--- config.mk ---
export PLATFORM = sky130hd
export DESIGN_NAME = group_dequantizer_unit
export DESIGN_NICKNAME = d
export VERILOG_FILES = /design/src/rtl/core/gdq_pkg.sv /design/src/rtl/core/gdq_decode.sv /design/src/rtl/core/gdq_lane.sv /design/src/rtl/core/group_dequantizer_unit.sv
export SDC_FILE = /design/constraint.sdc
export NUM_CORES = 2
export LEC_CHECK = 0
export BUFFER_PORTS_ARGS = -buffer_cell sky130_fd_sc_hd__buf_4
export CELL_PAD_IN_SITES_DETAIL_PLACEMENT = 2
export CELL_PAD_IN_SITES_GLOBAL_PLACEMENT = 2
export CORE_UTILIZATION = 43
export DETAILED_ROUTE_END_ITERATION = 16
export PLACE_DENSITY_LB_ADDON = 0.12
export REMOVE_ABC_BUFFERS = 1
export SLEW_MARGIN = 20
export SYNTH_ARGS = -nofsm -noshare
export SYNTH_HDL_FRONTEND = slang
export SYNTH_SLANG_ARGS = --single-unit
--- constraint.sdc ---
create_clock -name clk -period 14.8 [get_ports clk]
set_clock_uncertainty 0.15 [all_clocks]
set_input_delay 3.7 -clock clk [delete_from_list [all_inputs] [get_ports clk]]
set_output_delay 3.7 -clock clk [all_outputs]
set_load 0.005 [all_outputs]
--- src/rtl/core/gdq_pkg.sv ---
// gdq_pkg: shared types, constants and helpers of the group dequantizer
`default_nettype none

package gdq_pkg;

    localparam int LANES     = 4;
    localparam int COEF_W    = 16;
    localparam int MAG_W     = 15;
    localparam int SHW       = 4;
    localparam int TERMS     = 8;
    localparam int TERMS_LO  = 4;

    localparam logic QT_UNIFORM  = 1'b0;
    localparam logic QT_DEADZONE = 1'b1;

    typedef struct packed {
        logic [COEF_W-1:0] coef0;
        logic [COEF_W-1:0] coef1;
        logic [COEF_W-1:0] coef2;
        logic [COEF_W-1:0] coef3;
        logic [3:0]        gcli;
        logic [3:0]        gtli;
        logic [2:0]        lane_count;
    } in_t;

    typedef struct packed {
        logic [COEF_W-1:0] out0;
        logic [COEF_W-1:0] out1;
        logic [COEF_W-1:0] out2;
        logic [COEF_W-1:0] out3;
    } out_t;

    // group-wide decode, registered at the first stage
    typedef struct packed {
        logic                             active;
        logic                             deadzone;
        logic [LANES-1:0]                 lane_en;
        logic [TERMS-1:1][SHW-1:0]        sh;
        logic [MAG_W-1:0]                 dz_mask;
    } grp_ctrl_t;

    // per lane control handed to each lane datapath
    typedef struct packed {
        logic                             uniform;
        logic                             deadzone;
        logic [TERMS-1:1][SHW-1:0]        sh;
        logic [MAG_W-1:0]                 dz_mask;
    } lane_ctrl_t;

    // magnitude shifted right, zero-extended to the adder width
    function automatic logic [COEF_W-1:0] mag_shr(input logic [MAG_W-1:0] mag,
                                                  input logic [SHW-1:0]   sh);
        logic [MAG_W-1:0] t;
        t = mag >> sh;
        return {1'b0, t};
    endfunction

endpackage

`default_nettype wire

--- src/rtl/core/gdq_decode.sv ---
// gdq_decode: group-level decode of gcli, gtli, lane count and mode
`default_nettype none

module gdq_decode
(
    input  wire logic [3:0]          gcli,
    input  wire logic [3:0]          gtli,
    input  wire logic [2:0]          lane_count,
    input  wire logic                recon_mode,
    output gdq_pkg::grp_ctrl_t       ctrl
);

    logic [4:0] step;
    logic [3:0] dz_bit;

    always_comb
    begin
        logic [7:0] prod;
        prod = 8'd0;
        step   = 5'({1'b0, gcli} - {1'b0, gtli} + 5'd1);
        dz_bit = gtli - 4'd1;
        ctrl.active   = (gtli != 4'd0) && (gcli > gtli);
        ctrl.deadzone = (recon_mode == gdq_pkg::QT_DEADZONE);
        for (int i = 0; i < gdq_pkg::LANES; i++)
        begin
            ctrl.lane_en[i] = (lane_count > 3'(i));
        end
        // shift of term k is k*step, saturated where the term is zero anyway
        for (int k = 1; k < gdq_pkg::TERMS; k++)
        begin
            prod = 8'(k) * {3'b000, step};
            if (prod > 8'd15)
                ctrl.sh[k] = 4'd15;
            else
                ctrl.sh[k] = prod[3:0];
        end
        ctrl.dz_mask = 15'(16'd1 << dz_bit);
    end

endmodule

`default_nettype wire

--- src/rtl/core/gdq_lane.sv ---
// gdq_lane: two-stage dequantizer datapath for one coefficient lane
`default_nettype none

module gdq_lane
(
    input  wire logic                           clk,
    input  wire logic [gdq_pkg::COEF_W-1:0]     coef,
    input  wire gdq_pkg::lane_ctrl_t            ctrl,
    output logic      [gdq_pkg::COEF_W-1:0]     result
);

    logic [gdq_pkg::MAG_W-1:0]  mag;
    logic [gdq_pkg::COEF_W-1:0] sum_lo_next;
    logic [gdq_pkg::COEF_W-1:0] sum_lo_reg;
    logic [gdq_pkg::COEF_W-1:0] coef_reg;
    gdq_pkg::lane_ctrl_t        ctrl_reg;
    logic [gdq_pkg::COEF_W-1:0] sum_all;
    logic [gdq_pkg::COEF_W-1:0] result_next;
    logic [gdq_pkg::COEF_W-1:0] result_reg;

    assign mag = coef[gdq_pkg::MAG_W-1:0];

    // first half of the series: m + m>>z + m>>2z + m>>3z
    always_comb
    begin
        sum_lo_next = {1'b0, mag};
        for (int k = 1; k < gdq_pkg::TERMS_LO; k++)
        begin
            sum_lo_next = sum_lo_next + gdq_pkg::mag_shr(mag, ctrl.sh[k]);
        end
    end

    always_ff @(posedge clk)
    begin
        sum_lo_reg <= sum_lo_next;
        coef_reg   <= coef;
        ctrl_reg   <= ctrl;
    end

    // second half of the series and final selection
    always_comb
    begin
        logic [gdq_pkg::MAG_W-1:0] m;
        m = coef_reg[gdq_pkg::MAG_W-1:0];
        sum_all = sum_lo_reg;
        for (int k = gdq_pkg::TERMS_LO; k < gdq_pkg::TERMS; k++)
        begin
            sum_all = sum_all + gdq_pkg::mag_shr(m, ctrl_reg.sh[k]);
        end
        if (m == '0)
            result_next = coef_reg;
        else if (ctrl_reg.uniform)
            result_next = sum_all | {coef_reg[gdq_pkg::COEF_W-1], 15'd0};
        else if (ctrl_reg.deadzone)
            result_next = coef_reg | {1'b0, ctrl_reg.dz_mask};
        else
            result_next = coef_reg;
    end

    always_ff @(posedge clk)
    begin
        result_reg <= result_next;
    end

    assign result = result_reg;

endmodule

`default_nettype wire

--- src/rtl/core/group_dequantizer_unit.sv ---
// group_dequantizer_unit: pipelined inverse quantizer for groups of four coefficients
//
//  channel   | ports                    | transfer
//  ----------+--------------------------+------------------------------------
//  input     | start, busy, in_item     | edge with start high and busy low
//  result    | done, result             | edge ending the cycle done is high
//  config    | cfg_we, cfg_wdata        | edge with cfg_we high
//
//  one group enters every cycle; busy is always low
//  a group passes the decode register, lane stage one and lane stage two, in that order
//  every stage takes a new group each cycle; the lane adder series is split over two stages
//  reset clears the valid bits and the mode register (uniform)
//  the receiver cannot stall, so results leave in input order at one per cycle
`default_nettype none

module group_dequantizer_unit
(
    input  wire logic          clk,
    input  wire logic          rst_n,
    input  wire logic          start,
    output logic               busy,
    input  wire gdq_pkg::in_t  in_item,
    output logic               done,
    output gdq_pkg::out_t      result,
    input  wire logic          cfg_we,
    input  wire logic          cfg_wdata
);

    logic                       recon_mode_reg;
    logic                       accept;
    logic [2:0]                 valid_reg;
    gdq_pkg::grp_ctrl_t         ctrl_next;
    gdq_pkg::grp_ctrl_t         ctrl_reg;
    logic [gdq_pkg::LANES-1:0][gdq_pkg::COEF_W-1:0] coef_reg;
    logic [gdq_pkg::COEF_W-1:0] lane_out [gdq_pkg::LANES];

    assign busy   = 1'b0;
    assign accept = start && !busy;

    always_ff @(posedge clk or negedge rst_n)
    begin
        if (!rst_n)
            recon_mode_reg <= gdq_pkg::QT_UNIFORM;
        else if (cfg_we)
            recon_mode_reg <= cfg_wdata;
    end

    gdq_decode u_decode
    (
        .gcli       (in_item.gcli),
        .gtli       (in_item.gtli),
        .lane_count (in_item.lane_count),
        .recon_mode (recon_mode_reg),
        .ctrl       (ctrl_next)
    );

    // valid bits travel alongside the three data stages
    always_ff @(posedge clk or negedge rst_n)
    begin
        if (!rst_n)
            valid_reg <= 3'b000;
        else
            valid_reg <= {valid_reg[1:0], accept};
    end

    always_ff @(posedge clk)
    begin
        ctrl_reg    <= ctrl_next;
        coef_reg[0] <= in_item.coef0;
        coef_reg[1] <= in_item.coef1;
        coef_reg[2] <= in_item.coef2;
        coef_reg[3] <= in_item.coef3;
    end

    for (genvar i = 0; i < gdq_pkg::LANES; i++)
    begin : g_lane
        gdq_pkg::lane_ctrl_t lctrl;

        always_comb
        begin
            lctrl.uniform  = ctrl_reg.active && ctrl_reg.lane_en[i] && !ctrl_reg.deadzone;
            lctrl.deadzone = ctrl_reg.active && ctrl_reg.lane_en[i] && ctrl_reg.deadzone;
            lctrl.sh       = ctrl_reg.sh;
            lctrl.dz_mask  = ctrl_reg.dz_mask;
        end

        gdq_lane u_lane
        (
            .clk    (clk),
            .coef   (coef_reg[i]),
            .ctrl   (lctrl),
            .result (lane_out[i])
        );
    end

    assign done   = valid_reg[2];
    assign result = {lane_out[0], lane_out[1], lane_out[2], lane_out[3]};

endmodule

`default_nettype wire
---- Word-level counts from Yosys, hierarchy flattened ----
Index checks and enable logic that the tools add are counted.
word-level totals
  memory bits (read-only) ................. 0
  register bits after elaboration ......... 348
  memories ................................ 0
  bits of input ports ..................... 80
  word-level logic and storage cells ...... 163
  latch bits .............................. 0
  bits in writable memories ............... 0
operators by class
  equal/unequal tests ..................... 0
  div/mod/pow operators ................... 0
  $add $sub $neg .......................... 31
  multipliers ............................. 4
  mux-type cells .......................... 15
  bitwise logic cells ..................... 8
  reduce and logical (&&, ||, !) cells .... 19
  order comparisons ....................... 12
  shifts and indexed selects .............. 29
operator list
  kind                  count
  $shr 15x4->15         28
  $add 16x15->16        24
  $mux 16               12
  $add 15x15->16        4
  $or 16x15->16         4
  $or 16x16->16         4
  $logic_not 15->1      4
  $gt 8x4->1 const B    3
  $mul 3x5->8 const A   2
  $shl 1x4->15 const A  1
  $gt 7x4->1 const B    2
  $mul 2x5->7 const A   2
  $logic_and 1x1->1     13
  $gt 3x1->1 const B    2
  $gt 3x2->1 const B    2
  $gt 6x4->1 const B    1
  $add 5x1->5 const B   1
  $gt 5x4->1 const B    1
  $sub 4x4->5           1
  $gt 4x4->1            1
  $reduce_bool 4->1     1
  $sub 4x1->4 const B   1
  $mux 1                2
  $mux 2                1
  $logic_not 1->1       1

---- Depth between registers and ports, before layout ----
  word-level depth ........................ 8
  mapped depth ............................ 22

---- Cells and area by module ----
A second synthesis with hierarchy kept.
unflattened totals
  cell total of the unflattened synthesis .. 4565
  area total of the unflattened synthesis .. 39491.6 um2
modules (own cells, without submodules)
  module                       cells an instance  area each (um2)  seq. area each (um2)  instances
  gdq_lane (g_lane[3].u_lane)  1075               9002.4           1621.6                1
  gdq_lane (g_lane[2].u_lane)  1067               8977.4           1621.6                1
  gdq_lane (g_lane[1].u_lane)  1050               8926.1           1621.6                1
  gdq_lane (g_lane[0].u_lane)  1071               8809.7           1621.6                1
  group_dequantizer_unit       128                2448.6           2362.3                1
  gdq_decode                   174                1327.5           0.0                   1

---- Worst setup path before layout ----
Ideal clock, no wire load.
  path kind ............................... input port to flip-flop
  from .................................... input in_item[4] (netlist bit)
  to ...................................... register ctrl_reg[31] (netlist bit)
  arrival ................................. 7.046 ns
  stages .................................. 13
  buffers on the path ..................... 0
  library setup time ...................... 0.136 ns
  path slack .............................. 7.468 ns
  cells stage by stage .................... inv_1 > ha_1 > inv_1 > ha_1 > fa_1 > xor2_1 > inv_1 > ha_1 > ha_1 > fa_1 > o21ai_0 > nor4b_1 > nand2_1
on the way
  longest elaborated chain between the ends .. 4
ends and longest elaborated chain
  what                  line                          text
  start, declared       group_dequantizer_unit.sv:22  input wire gdq_pkg::in_t in_item,
  $sub 4x4->5           gdq_decode.sv:20              step = 5'({1'b0, gcli} - {1'b0, gtli} + 5'd1);
  $add 5x1->5           gdq_decode.sv:20
  via u_decode.step[3]  gdq_decode.sv:13              logic [4:0] step;
  $mul 3x5->8           gdq_decode.sv:31              prod = 8'(k) * {3'b000, step};
  $gt 8x4->1            gdq_decode.sv:32              if (prod > 8'd15)
  end signal, assigned  group_dequantizer_unit.sv:68  ctrl_reg <= ctrl_next;
  end, declared         group_dequantizer_unit.sv:33  gdq_pkg::grp_ctrl_t ctrl_reg;
The timed path passes the listed nets, and every way through them passes these cells.
A chain may end at the register's enable or synchronous reset.

---- Worst setup path after layout ----
  from .................................... input in_item[4] (netlist bit)
  to ...................................... register ctrl_reg[34] (netlist bit)
on the way
  longest elaborated chain between the ends .. 4
ends and longest elaborated chain
  what                  line
  $sub 4x4->5 (*)       gdq_decode.sv:20
  $add 5x1->5 (*)       gdq_decode.sv:20
  via u_decode.step[3]  gdq_decode.sv:13
  $mul 3x5->8 (*)       gdq_decode.sv:31
  $gt 8x4->1            gdq_decode.sv:32
Mark *: on every way through the listed nets, which the timed path passes. The rest lies on a longest branch.

==> results by group <==
Worst hold path
  – Hold Crit Class: reg2reg

Power
  – Power consumption: 6.56 mW
  – Areal power density over the cells: 163 nW/µm²
  – Highest ir drop seen on vdd: 0.107 mV
  – LEAKAGE: 19.1 nW

STA
  – Maximum clock rate: 132 MHz
  – Setup TNS: 0 ps
  – Final worst path period share: 0.510
  – Total of endpoints with negative setup slack in the final report: 0
  – Unrepaired setup endpoints after global routing: false
  – Fin Hold WS: 173 ps
  – Final max-slew violation count: 0
  – Pin slew with the least headroom to its limit: 1200 ps
  – Rel. slew slack: 0.195
  – Crit path time final: 7550 ps
  – Hold violation total from the final report: 0

Detailed routing
  – Via count: 34834
  – Final routed DRC violation total: 0
  – Aggregate routed wire length: 163000 µm
  – Via density per instance: 6.26
  – Per-cell routed wire length: 29.3 µm
  – DRC violation total after the first TritonRoute iteration: 2759
  – Remaining antenna violation count: 0
  – Number of iterations in the first detailed-routing pass: 5

GRT
  – Total congestion overflow after global routing: 0
  – Largest net degree at the start of global routing: 71
  – Global-route wire length before repair: 244000 µm
  – Combined global-route utilization of all metal layers: 0.373
  – Vias in the first global route: 37992
  – Initial antenna violation count: 11

Setup path
  – Type of the worst setup path: in2reg
  – Flop-to-flop setup slack: 8120 ps
  – Crit-path max FO: 8
  – Capturing element of the worst setup path: ctrl_reg[34]$_SDFF_PN1_
  – Critical path required time: 15130 ps
  – Nature of the critical path startpoint: input pin
  – Sort of element at the end of the critical path: flip-flop
  – Count of cells along the worst register-to-register path: 20
  – Worst R2R End: g_lane[2].u_lane.result[12]$_DFF_P_
  – Launching element of the worst setup path: in_item[4]
  – R2R Path Start: g_lane[2].u_lane.ctrl_reg[31]$_DFF_P_
  – Arrival time reported for the critical path endpoint: 7890 ps

CTS
  – TritonCTS clock tree: done
  – Clock Sinks: 346
  – Post CTS Setup Buffer Count: 0
  – Post-cts sizing count: 0
  – Number of levels in the clock H-tree: 2
  – Count of hold buffers inserted by post-cts repair: 0
  – Latest clock arrival within the worst-skew pair: 640 ps
  – Clock buffers created by TritonCTS: 44
  – Max Root-Sink Buffers: 3
  – CTS clock-pin slew for the worst setup and hold paths: 60 ps
  – Cell at the root of the clock tree: sky130_fd_sc_hd__clkbuf_16

Synth
  – Sequential cell area fraction in the yosys report: 0.187
  – Post-Syn Area: 37100 µm²
  – Fraction of registers with async set/reset: 0.0116
  – Post-Synthesis Mean Instance Area: 8.30 µm²
  – Cells after synthesis: 4470
  – Seq cells post-synth: 346
  – Cell variety after synth: 74
  – Main synth FF type: sky130_fd_sc_hd__dfxtp_1
  – YS warnings: 0
  – Post-synth EDFFs: 0

Floorplan
  – Die boundary height: 296 µm
  – Io pins: 146
  – Cell Rows: 107
  – Overall die area: 87500 µm²
  – Core outline area: 85300 µm²
  – Initial Util: 0.435
  – Chip Width: 296 µm

Final layout
  – Layout Cell Area excl Fill: 40200 µm²
  – P&R area growth vs syn: 8.46%
  – Fraction of layout instances using a drive strength above 1: 0.112
  – Layout net count: 4923

Run
  – Total of max-cap violations: 0

Placed design
  – Placed Instance Area: 38800 µm²
  – # port buffers: 144
  – Half-perimeter wire length after placement: 120000 µm
  – Final GP Congestion: 0.930

Status
  – Outcome: finished clean
-- cell type report --
class                      count  area, µm²
inverter                     485       1820
timing repair buffer         210       1580
clock inverter                21        226
sequential                   346       6990
multi-input combinational   3299      27000
fill                        9515      45000
tap                         1144       1430
antenna                        3       7.51
clock buffer                  57       1230
-- power by group --
part | internal, mW | switching (mW)
Sequential | 1.12 | 0.259
Combinational | 1.58 | 2.48
Clock | 0.645 | 0.475
Total | 3.34 | 3.22
-- worst min path at each step --
stage                       startpoint                                     to  slack (ps)  cells after the start
2_1_floorplan     coef_reg[15]$_DFF_P_  g_lane[0].u_lane.coef_reg[15]$_DFF_P_         160                      0
3_3_place_gp      coef_reg[63]$_DFF_P_  g_lane[3].u_lane.coef_reg[15]$_DFF_P_         160                      0
3_5_place_dp   ctrl_reg[13]$_SDFF_PN0_  g_lane[2].u_lane.ctrl_reg[13]$_DFF_P_         160                      0
4_1_cts         ctrl_reg[4]$_SDFF_PP0_   g_lane[2].u_lane.ctrl_reg[4]$_DFF_P_         170                      0
5_1_grt         ctrl_reg[4]$_SDFF_PP0_   g_lane[2].u_lane.ctrl_reg[4]$_DFF_P_         180                      0
6_report        ctrl_reg[4]$_SDFF_PP0_   g_lane[2].u_lane.ctrl_reg[4]$_DFF_P_         170                      0
-- cell usage after synthesis, types with 108 or more instances --
master | number | area (µm²)
sky130_fd_sc_hd__nand2_1 | 276 | 1040
sky130_fd_sc_hd__a211oi_1 | 131 | 983
sky130_fd_sc_hd__ha_1 | 152 | 1900
sky130_fd_sc_hd__dfxtp_1 | 342 | 6850
sky130_fd_sc_hd__a21oi_1 | 442 | 2210
sky130_fd_sc_hd__nor2b_1 | 108 | 676
sky130_fd_sc_hd__inv_1 | 480 | 1800
sky130_fd_sc_hd__nor2_1 | 526 | 1970
sky130_fd_sc_hd__mux2i_1 | 312 | 3120
sky130_fd_sc_hd__mux4_2 | 108 | 2430
sky130_fd_sc_hd__o21ai_0 | 205 | 1030
sky130_fd_sc_hd__fa_1 | 305 | 6110
sky130_fd_sc_hd__clkbuf_1 | 233 | 875
-- stage by stage --
stage                     setup slack [ps]  std cells   util
after CTS                             7260       5562  0.472
after global placement                6850       5484  0.455
after global routing                  6900       5562  0.472
after detailed placement              6630       5484  0.455
after floorplan                       7470       4130      -
final                                 7250       5565  0.472
-- worst max-delay path: stages --
cell	delay [ps]
sky130_fd_sc_hd__buf_4	120
sky130_fd_sc_hd__inv_1	60
sky130_fd_sc_hd__ha_1	270
sky130_fd_sc_hd__inv_1	70
sky130_fd_sc_hd__ha_1	220
sky130_fd_sc_hd__fa_1	440
sky130_fd_sc_hd__xor2_1	760
sky130_fd_sc_hd__inv_1	330
sky130_fd_sc_hd__ha_1	390
sky130_fd_sc_hd__ha_1	220
sky130_fd_sc_hd__fa_1	450
sky130_fd_sc_hd__o21ai_0	150
sky130_fd_sc_hd__nor4b_1	590
sky130_fd_sc_hd__nand2b_1	120
-- placed cells by master (no fill, tap or decap), types with 41 or more instances in the layout --
master                      instances
sky130_fd_sc_hd__xor2_1            47
sky130_fd_sc_hd__clkbuf_16         46
sky130_fd_sc_hd__nand2b_1          41
sky130_fd_sc_hd__o21ai_0          205
sky130_fd_sc_hd__xnor2_1           48
sky130_fd_sc_hd__inv_1            480
sky130_fd_sc_hd__mux4_2           108
sky130_fd_sc_hd__nor2_1           526
sky130_fd_sc_hd__mux2_2            62
sky130_fd_sc_hd__nor2b_1          105
sky130_fd_sc_hd__a21oi_1          442
sky130_fd_sc_hd__a21o_1            45
sky130_fd_sc_hd__mux2i_1          312
sky130_fd_sc_hd__nand2_1          276
sky130_fd_sc_hd__nand3_1           42
sky130_fd_sc_hd__buf_4            210
sky130_fd_sc_hd__dfxtp_1          318
sky130_fd_sc_hd__a211oi_1         131
sky130_fd_sc_hd__fa_1             305
sky130_fd_sc_hd__ha_1             152
sky130_fd_sc_hd__nor3_1            64
sky130_fd_sc_hd__and2_1            51
-- layer usage --
layer  up-vias  wire [µm]  GRT usage
met5         -         14          0
li1      15043          -          -
met2      1456      74700      0.600
met3       406      11700     0.0603
met1     17927      66900      0.481
met4         2       9470      0.200
-- cells by family after synthesis --
group           Yosys count  share of synthesized area
simple gates           1236                      0.153
compound gates         1028                      0.167
buf+inv                 825                     0.0866
mux                     482                      0.169
fa+ha+maj               457                      0.216
flops                   346                      0.187
xor+xnor                 95                     0.0224
other cells               1                   0.000101
Note: power is estimated with default switching activity, not from simulation.
